[config.mk]
export PLATFORM = sky130hd
export DESIGN_NAME = pcg32_basic_rnd_unit
export DESIGN_NICKNAME = d
export VERILOG_FILES = /design/src/rtl/pcgrnd_pkg.sv /design/src/rtl/pcg32_basic_rnd_unit.sv
export SDC_FILE = /design/constraint.sdc
export NUM_CORES = 1
export LEC_CHECK = 0
export BUFFER_PORTS_ARGS = -buffer_cell sky130_fd_sc_hd__buf_2
export CAP_MARGIN = 20
export CORE_MARGIN = 3
export CORE_UTILIZATION = 40
export CTS_BUF_LIST = sky130_fd_sc_hd__clkbuf_2 sky130_fd_sc_hd__clkbuf_4 sky130_fd_sc_hd__clkbuf_8
export DETAILED_ROUTE_END_ITERATION = 8
export PLACE_DENSITY_LB_ADDON = 0.2
export RECOVER_POWER = 25
export SKIP_LAST_GASP = 1
export SLEW_MARGIN = 20
export SYNTH_ARGS = -nofsm -noshare
export SYNTH_HDL_FRONTEND = slang
export SYNTH_SLANG_ARGS = --single-unit
[constraint.sdc]
create_clock -name clk -period 5.1 [get_ports clk]
set_input_delay 0.51 -clock clk [delete_from_list [all_inputs] [get_ports clk]]
set_output_delay 0.51 -clock clk [all_outputs]
set_load 0.01 [all_outputs]
[src/rtl/pcgrnd_pkg.sv]
package pcgrnd_pkg;

    localparam int unsigned STATE_W = 64;
    localparam int unsigned WORD_W  = 32;
    localparam int unsigned INT_W   = 31;
    localparam int unsigned CNT_W   = 6;

    localparam logic [STATE_W-1:0] LCG_MUL = 64'd6364136223846793005;
    localparam logic [STATE_W-1:0] LCG_INC = 64'd12345;

    // Last bit position of the serial multiply; the divide uses the first WORD_W steps
    localparam logic [CNT_W-1:0] CNT_LAST = CNT_W'(STATE_W - 1);

    typedef enum logic [1:0] {
        ST_IDLE,
        ST_RUN,
        ST_FIN
    } fsm_t;

    // XSH RR output permutation of a 64-bit state
    function automatic logic [WORD_W-1:0] xsh_rr(input logic [STATE_W-1:0] s);
        logic [STATE_W-1:0] mix;
        logic [WORD_W-1:0]  x;
        logic [4:0]         rot;
        logic [2*WORD_W-1:0] dbl;
        mix = (s >> 18) ^ s;
        x   = mix[WORD_W+26:27];
        rot = s[63:59];
        dbl = {x, x} >> rot;
        return dbl[WORD_W-1:0];
    endfunction

endpackage

[src/rtl/pcg32_basic_rnd_unit.sv]
// Random-number unit for a BASIC-style RND call, PCG32 (LCG advance, XSH RR output).
//
// Channels: request n (signed 32 bits) on in_valid/in_ready; result fraction
// (unsigned 0.32) and int_value (1..n) on out_valid/out_ready. The user writes
// the mode register via cfg_we/cfg_wdata while the unit is idle; not enforced.
//
// For a request that advances the generator, the accepting edge loads the
// working registers, then a bit-serial shift-add multiply by the LCG constant
// (one multiplier bit per cycle) runs in ST_RUN, and ST_FIN loads the output
// register, which raises out_valid. The integer modulo runs as a restoring
// divide, one quotient bit per cycle, during the first half of those multiply
// steps. Requests that do not advance (float n = 0, integer n <= 0) go from the
// accepting edge straight to ST_FIN. One request is in work at a time, so a new
// request is accepted only once the previous one has left ST_FIN and the unit is
// back in ST_IDLE.
//
// Reset clears the generator state to zero, selects float mode and empties the
// output register. When the receiver stalls the result waits in the output
// register; the next request is still accepted and computed, then holds in its
// final step until the output register frees.
module pcg32_basic_rnd_unit (
    input  logic                          clk,
    input  logic                          rst_n,
    input  logic                          cfg_we,
    input  logic                          cfg_wdata,
    input  logic                          in_valid,
    output logic                          in_ready,
    input  logic signed [pcgrnd_pkg::WORD_W-1:0] n,
    output logic                          out_valid,
    input  logic                          out_ready,
    output logic [pcgrnd_pkg::WORD_W-1:0] fraction,
    output logic [pcgrnd_pkg::INT_W-1:0]  int_value
);
    import pcgrnd_pkg::*;

    // Control state
    fsm_t                fsm_reg, fsm_next;
    logic [CNT_W-1:0]    cnt_reg;
    logic                mode_reg;
    logic [STATE_W-1:0]  gen_reg;
    logic                out_valid_reg;

    // Working registers of the current transaction
    logic                is_float_reg;
    logic                advance_reg;
    logic                one_reg;
    logic [STATE_W-1:0]  acc_reg;
    logic [STATE_W-1:0]  mcand_reg;
    logic [WORD_W-1:0]   r_reg;
    logic [WORD_W-1:0]   rem_reg;
    logic [INT_W-1:0]    divisor_reg;
    logic [WORD_W-1:0]   frac_reg;
    logic [INT_W-1:0]    ival_reg;

    logic                accept;
    logic                finish;
    logic                neg;
    logic                zero;
    logic [STATE_W-1:0]  seed;
    logic [WORD_W-1:0]   rand_word;
    logic [WORD_W:0]     rem_shift;
    logic [WORD_W:0]     rem_diff;
    logic [WORD_W-1:0]   rem_plus;

    assign neg  = n[WORD_W-1];
    assign zero = (n == '0);

    // Float mode with negative n seeds with the magnitude, computed at 64 bits
    assign seed      = (mode_reg && neg) ? (STATE_W'(~n) + STATE_W'(1)) : gen_reg;
    assign rand_word = xsh_rr(seed);

    // Restoring divide step: bring down the next dividend bit, subtract if it fits
    assign rem_shift = {rem_reg, r_reg[WORD_W-1]};
    assign rem_diff  = rem_shift - {2'b00, divisor_reg};
    assign rem_plus  = rem_reg + WORD_W'(1);

    // Next-state logic
    always_comb
    begin
        fsm_next = fsm_reg;
        case (fsm_reg)
            ST_IDLE:
            begin
                if (in_valid)
                begin
                    if ((mode_reg && zero) || (!mode_reg && (neg || zero)))
                        fsm_next = ST_FIN;
                    else
                        fsm_next = ST_RUN;
                end
            end
            ST_RUN:
            begin
                if (cnt_reg == CNT_LAST)
                    fsm_next = ST_FIN;
            end
            ST_FIN:
            begin
                if (!out_valid_reg || out_ready)
                    fsm_next = ST_IDLE;
            end
            default: fsm_next = ST_IDLE;
        endcase
    end

    // Output and strobe logic
    always_comb
    begin
        in_ready = 1'b0;
        finish   = 1'b0;
        case (fsm_reg)
            ST_IDLE: in_ready = 1'b1;
            ST_RUN:  in_ready = 1'b0;
            ST_FIN:  finish   = !out_valid_reg || out_ready;
            default: in_ready = 1'b0;
        endcase
    end

    assign accept = in_valid && in_ready;

    // Control registers
    always_ff @(posedge clk or negedge rst_n)
    begin
        if (!rst_n)
        begin
            fsm_reg       <= ST_IDLE;
            cnt_reg       <= '0;
            mode_reg      <= 1'b1;
            gen_reg       <= '0;
            out_valid_reg <= 1'b0;
        end
        else
        begin
            fsm_reg <= fsm_next;
            if (cfg_we)
                mode_reg <= cfg_wdata;
            if (accept)
                cnt_reg <= '0;
            else if (fsm_reg == ST_RUN)
                cnt_reg <= cnt_reg + CNT_W'(1);
            // Commit the advanced state once the result is handed to the output
            if (finish && advance_reg)
                gen_reg <= acc_reg;
            if (finish)
                out_valid_reg <= 1'b1;
            else if (out_ready)
                out_valid_reg <= 1'b0;
        end
    end

    // Datapath registers
    always_ff @(posedge clk)
    begin
        if (accept)
        begin
            is_float_reg <= mode_reg;
            advance_reg  <= !zero && (mode_reg || !neg);
            one_reg      <= !mode_reg && (neg || zero);
            acc_reg      <= LCG_INC;
            mcand_reg    <= seed;
            r_reg        <= rand_word;
            rem_reg      <= '0;
            divisor_reg  <= n[INT_W-1:0];
        end
        else if (fsm_reg == ST_RUN)
        begin
            // One bit of the LCG multiplier per cycle, low bit first
            if (LCG_MUL[cnt_reg])
                acc_reg <= acc_reg + mcand_reg;
            mcand_reg <= mcand_reg << 1;
            // Divide only in integer mode so the fraction survives in r_reg
            if (!cnt_reg[CNT_W-1] && !is_float_reg)
            begin
                r_reg <= r_reg << 1;
                if (!rem_diff[WORD_W])
                    rem_reg <= rem_diff[WORD_W-1:0];
                else
                    rem_reg <= rem_shift[WORD_W-1:0];
            end
        end

        if (finish)
        begin
            frac_reg <= is_float_reg ? r_reg : '0;
            if (is_float_reg)
                ival_reg <= '0;
            else if (one_reg)
                ival_reg <= INT_W'(1);
            else
                ival_reg <= rem_plus[INT_W-1:0];
        end
    end

    assign out_valid = out_valid_reg;
    assign fraction  = frac_reg;
    assign int_value = ival_reg;

endmodule

==> summary.txt, run 1 <==
Status
  • Status: finished with violations
  • Violated checks: capacitance limit, slew limit

Clock tree
  • Maximum clock path buffer count: 3
  • Clk Latency, worst-skew pair: 0.66 ns
  • Register clock-pin slew on the reported worst setup and hold paths: 0.07 ns
  • CTS sink cnt: 363
  • Number of buffers created by CTS: 61
  • Clock tree from TritonCTS: done
  • # H-tree levels: 2
  • Clock Root Buffer: clkbuf_8

Yosys
  • Cell type contributing the most total cell area after synthesis: edfxtp_1
  • Part of the Yosys area used for sequential elements: 0.422
  • Fraction of registers with async set/reset: 0.204
  • Leading post-synthesis cells by cell area: edfxtp_1 26%, dfxtp_1 8.5%, dfrtp_1 8.1%
  • Flip-flop and latch count after synthesis: 363
  • Synthesis warning total: 0
  • Share of Yosys cell area claimed by the top area cell type: 0.255
  • Count of different cell masters after synthesis: 89
  • Area of the mapped netlist: 22,700 um^2
  • Average size of a mapped cell: 9.11 um^2
  • Net count of the mapped netlist: 2,633
  • Post-synthesis cell count: 2,490
  • Post-synth EDFFs: 193
  • Flip-flop cell with the highest count after synthesis: edfxtp_1

Setup path
  • Crit end category: flip-flop
  • Highest net fanout along the worst path: 6
  • Chain of cells forming the critical path: clkbuf_1 > or4_4 > nor4_1 > nand3_2 > or3b_2 > ha_1 > o21ai_0 > a211oi_1 > a21oi_1 > or2_2 > o21ai_0 > mux2_2 > a222oi_1 > nand2_1
  • Endpoint arrival time on the critical path: 4.43 ns
  • Top cell by count, worst path: o21ai_0
  • Category of the worst setup path launch point: primary input
  • Worst setup path category: primary input to flip-flop
  • Biggest cell delay along the critical path: 0.57 ns
  • Sum of buffers and inverters on the critical path: 1
  • Worst endpoint required time: 5.49 ns
  • CP delay by family, top: simple AND/OR/NAND/NOR gates
  • Standard cell with the maximum stage delay on the critical path: or4_4

Finish
  • Synthesis-to-layout area growth: 10.8%
  • Count of non-filler cells in the finished layout: 3,347
  • Number of filler cells placed in the layout: 5,399
  • Final layout net count: 2,691
  • Fraction of layout instances using a drive strength above 1: 0.114
  • Combined area of the multi-input logic cells: 12,400 um^2
  • Sequential cell area in the final layout: 9570 um^2

Pwr
  • Post-route total power: 0.0177 W
  • Switching power as a share of total power: 0.447
  • VDD IR max: 255 uV
  • Leakage component of the power: 10.4 nW
  • Register share of total power: 0.314
  • Fraction of power consumed by combinational cells: 0.524
  • Power density normalized to cell area: 705 nW/um^2
  • Switching component of the power: 0.00791 W
  • Internal Dissipation: 0.00980 W
  • Share of total power in the clock network: 0.162

STA
  • Share of the clock period used by the worst path: 0.793
  • Max-slew violation total from the final report: 42
  • Worst-Margin Slew: 2.87 ns
  • Worst slew slack as a fraction of its limit: -0.915
  • Final-report setup violation count: 0
  • Min Clock Period, post-route: 4.05 ns
  • Unrepaired setup endpoints after global routing: false
  • Achievable clock frequency: 247 MHz
  • Total Negative Setup Slacks: 0 ns
  • Worst clock skew: 0.0177 ns
  • Fin. Hold Viols: 0

GRT
  • Met2 track demand over resource in global routing: 0.327
  • Pin count of the biggest net entering global routing: 88
  • Met3 track demand over resource in global routing: 0.0281
  • Top Usage Layer GRT: met2
  • Wire length of the first global-routing pass: 99.9 mm
  • Combined global-route utilization of all metal layers: 0.206
  • Number of global-route vias before repair: 17,900
  • GR Layer Usage met1: 0.296
  • Remaining global-route overflow: 0
  • Initial antenna violation count: 2

Floorplanning
  • I/O pin total: 103
  • Area inside the core boundary: 55,600 um^2
  • Die area: 59,600 um^2
  • Standard-cell rows: 86
  • Width of the chip: 244 um
  • Die span in y: 244 um
  • Starting utilization of the core area: 0.408

Route
  • Remaining number of nets flagged by the antenna check after routing: 0
  • Avg WL per Cell: 18.6 um
  • Vias per Instance: 5.60
  • Detailed-route DRC error count: 0
  • TritonRoute pass-1 iters: 8
  • Detailed Route Iter0 Violations: 1,456
  • Routed vias: 18,700
  • Total Routed Length: 62.4 mm

Flow run
  • # Max-Cap Violations: 1

Placement
  • Routability-driven placement congestion ratio: 0.895
  • Buffers on Ports: 102
  • Number of instances in the placed design: 3,232
  • Detailed Place HPWL: 44.8 mm

Worst hold path
  • Type of the most critical hold path: primary input to flip-flop
-- worst paths after layout --
path | slack (ns) | endpoint | from | depth (start not counted)
setup / recovery | 1.05 | r_reg[7] | n[2] | 14
hold / removal | 0.10 | mode_reg | cfg_we | 2
setup reg to reg | 1.20 | rem_reg[11] | r_reg[31] | 15
hold reg to reg | 0.46 | acc_reg[63] | acc_reg[63] | 1
max in group asynchronous | 1.51 | out_valid | rst_n | 3
min in group asynchronous | 1.32 | gen_reg[63] | rst_n | 2
-- per-layer routing --
metal	wire (um)	vias to the layer above	share of wire
li1	-	9131	-
met1	29800	8979	0.48
met2	28000	531	0.45
met3	3310	85	0.053
met4	1220	2	0.020
met5	13	-	0.00021
-- worst reg2reg max path, cell delays in order, from the launching register on --
cell and delay, ns:
edfxtp_1 0.41, inv_1 0.15, ha_1 0.21, inv_1 0.06
fa_1 0.40, a21oi_1 0.23, o21a_1 0.19, a21oi_1 0.09
o2111a_1 0.30, o221ai_2 0.23, a21oi_2 0.14, a41oi_4 0.35
xnor2_4 0.15, buf_4 0.43, mux2i_1 0.35, o21ai_1 0.08
-- final cells by class --
class / instances / share of cell area
Antenna cell: 1 / 0.0000995
Clock buffer: 94 / 0.0465
Tap cell: 748 / 0.0372
Clock inverter: 19 / 0.00752
Sequential cell: 363 / 0.381
Inverter: 73 / 0.0110
Multi-Input combinational cell: 1920 / 0.491
Timing Repair Buffer: 129 / 0.0257
-- timing repair --
| action | CTS | global route |
|---|---|---|
| hold buffers | 1 | 0 |
| hold endpoints to repair | 40 | 0 |
| gates resized for setup | 0 | 0 |
| setup buffers | 0 | 0 |
-- cells in the mapped netlist (all sizes together), types with 13 or more instances --
cell type	count
nand3	71
and3	22
nor3	30
a31oi	35
ha	103
mux2	72
inv	73
nand4	30
edfxtp	193
and2	45
buf	24
o21bai	13
clkbuf	110
nand2	403
mux2i	53
xor2	81
o211ai	32
dfxtp	96
nand2b	20
xnor2	67
dfrtp	73
o21ai	181
a21oi	194
nor2	195
o221ai	13
a211oi	20
a21o	66
-- stage by stage --
stage	util	hold slack (ns)	cell area, um^2	setup slack (ns)
2_1_floorplan	-	0.214	22700	1.27
3_3_place_gp	0.429	0.443	23900	0.522
3_5_place_dp	0.429	0.457	23900	0.451
4_1_cts	0.453	0.0104	25200	1.13
5_1_grt	0.452	0.0703	25100	0.842
6_report	0.452	0.104	25100	1.05
-- kinds of logic (layout without fill, tap and decap cells) --
family,after synthesis,in the layout,share of synthesized area
AND/OR/NAND/NOR,889,889,0.180
AO/OA/AOI/OAI,646,646,0.180
multiplexers,132,132,0.0661
adder cells (fa/ha/maj),105,105,0.0586
buffers and inverters,207,315,0.0356
other,0,1,0
flip-flops,363,363,0.422
XOR/XNOR,148,148,0.0583
-- placed cells by master (no fill, tap or decap), types with 9 or more instances in the layout --
cell type  count
nand2_1      400
nor2_1       194
edfxtp_1     193
a21oi_1      191
o21ai_0      164
ha_1         103
dfxtp_1       96
xor2_1        80
clkbuf_8      74
dfrtp_1       73
mux2_2        72
inv_1         71
nand3_1       70
xnor2_1       66
a21o_1        65
clkbuf_1      64
mux2i_1       53
buf_2         38
a31oi_1       35
o211ai_1      32
nor3_1        30
nand4_1       30
buf_4         24
and2_1        23
and3_1        22
and2_0        21
nand2b_1      20
clkbuf_4      20
a211oi_1      19
o21ai_1       16
o21bai_1      13
o221ai_1      11
a221o_1       10
or3_1         10
nor2b_1       10
clkinv_2      10
nor4_1         9
o21a_1         9
-- power by group through the flow --
stage	combinational [W]	clock, W	sequential (W)
after floorplan	0.00708	0	0.00524
after global placement	0.00910	0	0.00557
after detailed placement	0.00921	0	0.00561
after CTS	0.00926	0.00295	0.00556
after global routing	0.0104	0.00308	0.00570
final	0.00927	0.00288	0.00556
No activity file was read; power rests on OpenSTA's default activity.
==> inputs of run 2 (changes only) <==
- clock period: 5.1 -> 4.2 ns (I/O delays scaled with it)
==> run 2 against run 1 <==
  * The flow still finishes with violations (capacitance limit, slew limit)
  * Largest power group unchanged
  * Highest routed layer is now met4
  * Critical path type unchanged
  * Core utilization up 0.80 points
  * Sequential power up 21%
  * Setup slack worse by 0.90 ns
  * Flip-flop and latch count unchanged
==> summary.txt, run 2 (synthesis results as in run 1) <==
Floorplanning
  • Die span in y: 244 um
  • Starting utilization of the core area: 0.408
  • I/O pin total: 103
  • Area inside the core boundary: 55,600 um^2
  • Width of the chip: 244 um
  • Die area: 59,600 um^2
  • Standard-cell rows: 86

Finish
  • Number of filler cells placed in the layout: 5,441
  • Post-route design area: 25,600 um^2
  • Util after Layout: 0.460
  • Synthesis-to-layout area growth: 12.8%
  • Most used cells in the layout excluding fill and tap cells: 400 x nand2_1, 194 x nor2_1, 193 x edfxtp_1
  • Fraction of layout instances using a drive strength above 1: 0.127
  • Final layout net count: 2,731
  • Most common library cell in the layout ignoring fill and taps: nand2_1

GRT
  • Combined global-route utilization of all metal layers: 0.212
  • Number of global-route vias before repair: 18,400
  • Initial antenna violation count: 1
  • Pin count of the biggest net entering global routing: 116
  • Remaining global-route overflow: 0
  • Wire length of the first global-routing pass: 102 mm

Setup path
  • Worst endpoint required time: 4.56 ns
  • Highest net fanout along the worst path: 5
  • Worst setup path category: primary input to flip-flop
  • CP delay by family, top: simple AND/OR/NAND/NOR gates
  • Top cell by count, worst path: nor2_1
  • Chain of cells forming the critical path: dlygate4sd3_1 > buf_2 > or4_4 > nor4b_4 > and2_4 > nand2_1 > nor4b_2 > buf_4 > inv_1 > ha_1 > nor2_1 > a21oi_2 > o21ai_0 > nor2_1 > nor2_1 > a21oi_2 > o21ai_1 > a221o_1
  • Sum of buffers and inverters on the critical path: 4
  • Biggest cell delay along the critical path: 0.54 ns
  • Endpoint arrival time on the critical path: 4.41 ns
  • Standard cell with the maximum stage delay on the critical path: dlygate4sd3_1
  • Category of the worst setup path launch point: primary input
  • Crit end category: flip-flop

Route
  • Total Routed Length: 63.9 mm
  • Detailed Route Iter0 Violations: 1,549
  • Routed vias: 19,000
  • Vias per Instance: 5.60
  • Detailed-route DRC error count: 0
  • Remaining number of nets flagged by the antenna check after routing: 0
  • TritonRoute pass-1 iters: 5
  • Avg WL per Cell: 18.9 um

Placement
  • Cell area after placement: 24,100 um^2
  • Detailed Place HPWL: 45.5 mm
  • Buffers on Ports: 102
  • Routability-driven placement congestion ratio: 0.917
  • Post-placement worst setup slack: -0.0939 ns

STA
  • Fin. Hold Viols: 0
  • Achievable clock frequency: 247 MHz
  • Unrepaired setup endpoints after global routing: true
  • Max-slew violation total from the final report: 49
  • Final-report setup violation count: 0
  • Min Clock Period, post-route: 4.05 ns
  • Worst-Margin Slew: 3.26 ns
  • Final setup margin: 0.152 ns
  • Total Negative Setup Slacks: 0 ns
  • Worst slew slack as a fraction of its limit: -1.17
  • Share of the clock period used by the worst path: 0.964
  • Worst clock skew: 0.0342 ns

Status
  • Violated checks: capacitance limit, slew limit
  • Status: finished with violations

Pwr
  • Power density normalized to cell area: 855 nW/um^2
  • Leakage component of the power: 10.6 nW
  • VDD IR max: 329 uV

Worst hold path
  • Type of the most critical hold path: primary input to flip-flop

Clock tree
  • Maximum clock path buffer count: 3
  • Register clock-pin slew on the reported worst setup and hold paths: 0.06 ns
  • Clk Latency, worst-skew pair: 0.63 ns
  • Clock Root Buffer: clkbuf_8
  • Clock tree from TritonCTS: done
  • CTS sink cnt: 363
  • Number of buffers created by CTS: 67
  • # H-tree levels: 3

Flow run
  • # Max-Cap Violations: 1
-- run 2: timing repair --
action,CTS,global route
buffers inserted,0,1
endpoints found under the setup margin,0,21
gates resized for setup,0,10
hold buffers,13,0
hold endpoints to repair,58,0
-- run 2: final cells by class --
cell class	instances	area, um^2	share of cell area
multi-input cells	1920	12400	0.484
clock buffers	101	1230	0.0480
diodes	1	2.50	0.0000978
clock inverters	19	196	0.00768
inverters	73	277	0.0108
flip-flops and latches	363	9570	0.374
repair buffers	163	991	0.0387
well taps	748	936	0.0366
-- run 2: tightest hold or removal path, delay by kind of cell --
family	cells	cell delay, ns
buf+inv	1	0.13
compound gates	1	0.08
simple gates	1	0.06
-- run 2: path summary, 6_finish.rpt --
kind | start | to | slack (ns) | cells after the start
setup / recovery | n[11] | r_reg[27] | 0.15 | 18
hold / removal | cfg_wdata | mode_reg | 0.10 | 3
setup reg to reg | r_reg[31] | rem_reg[12] | 0.28 | 15
hold reg to reg | acc_reg[63] | acc_reg[63] | 0.46 | 1
max in group asynchronous | rst_n | out_valid | 0.58 | 3
min in group asynchronous | rst_n | gen_reg[63] | 1.43 | 2
-- run 2: power by group --
group          internal (W)  switching [W]
Sequential          0.00556        0.00117
Combinational       0.00448        0.00705
Clock               0.00211        0.00151
Total                0.0121        0.00973
-- run 2: layer usage --
| metal | global-route usage | vias up | share of wire |
|---|---|---|---|
| met2 | 0.340 | 556 | 0.46 |
| met3 | 0.0257 | 83 | 0.052 |
| met1 | 0.301 | 9120 | 0.47 |
| li1 | - | 9210 | - |
| met5 | 0 | - | 0 |
| met4 | 0.0577 | 0 | 0.019 |
-- run 2: stage by stage --
| step | hold slack, ns | instances | power, W |
|---|---|---|---|
| after floorplan | 0.124 | 2490 | 0.0150 |
| after global placement | 0.446 | 3253 | 0.0180 |
| after detailed placement | 0.458 | 3253 | 0.0182 |
| after CTS | 0.00367 | 3386 | 0.0219 |
| after global routing | 0.0740 | 3388 | 0.0236 |
| final | 0.104 | 3388 | 0.0219 |
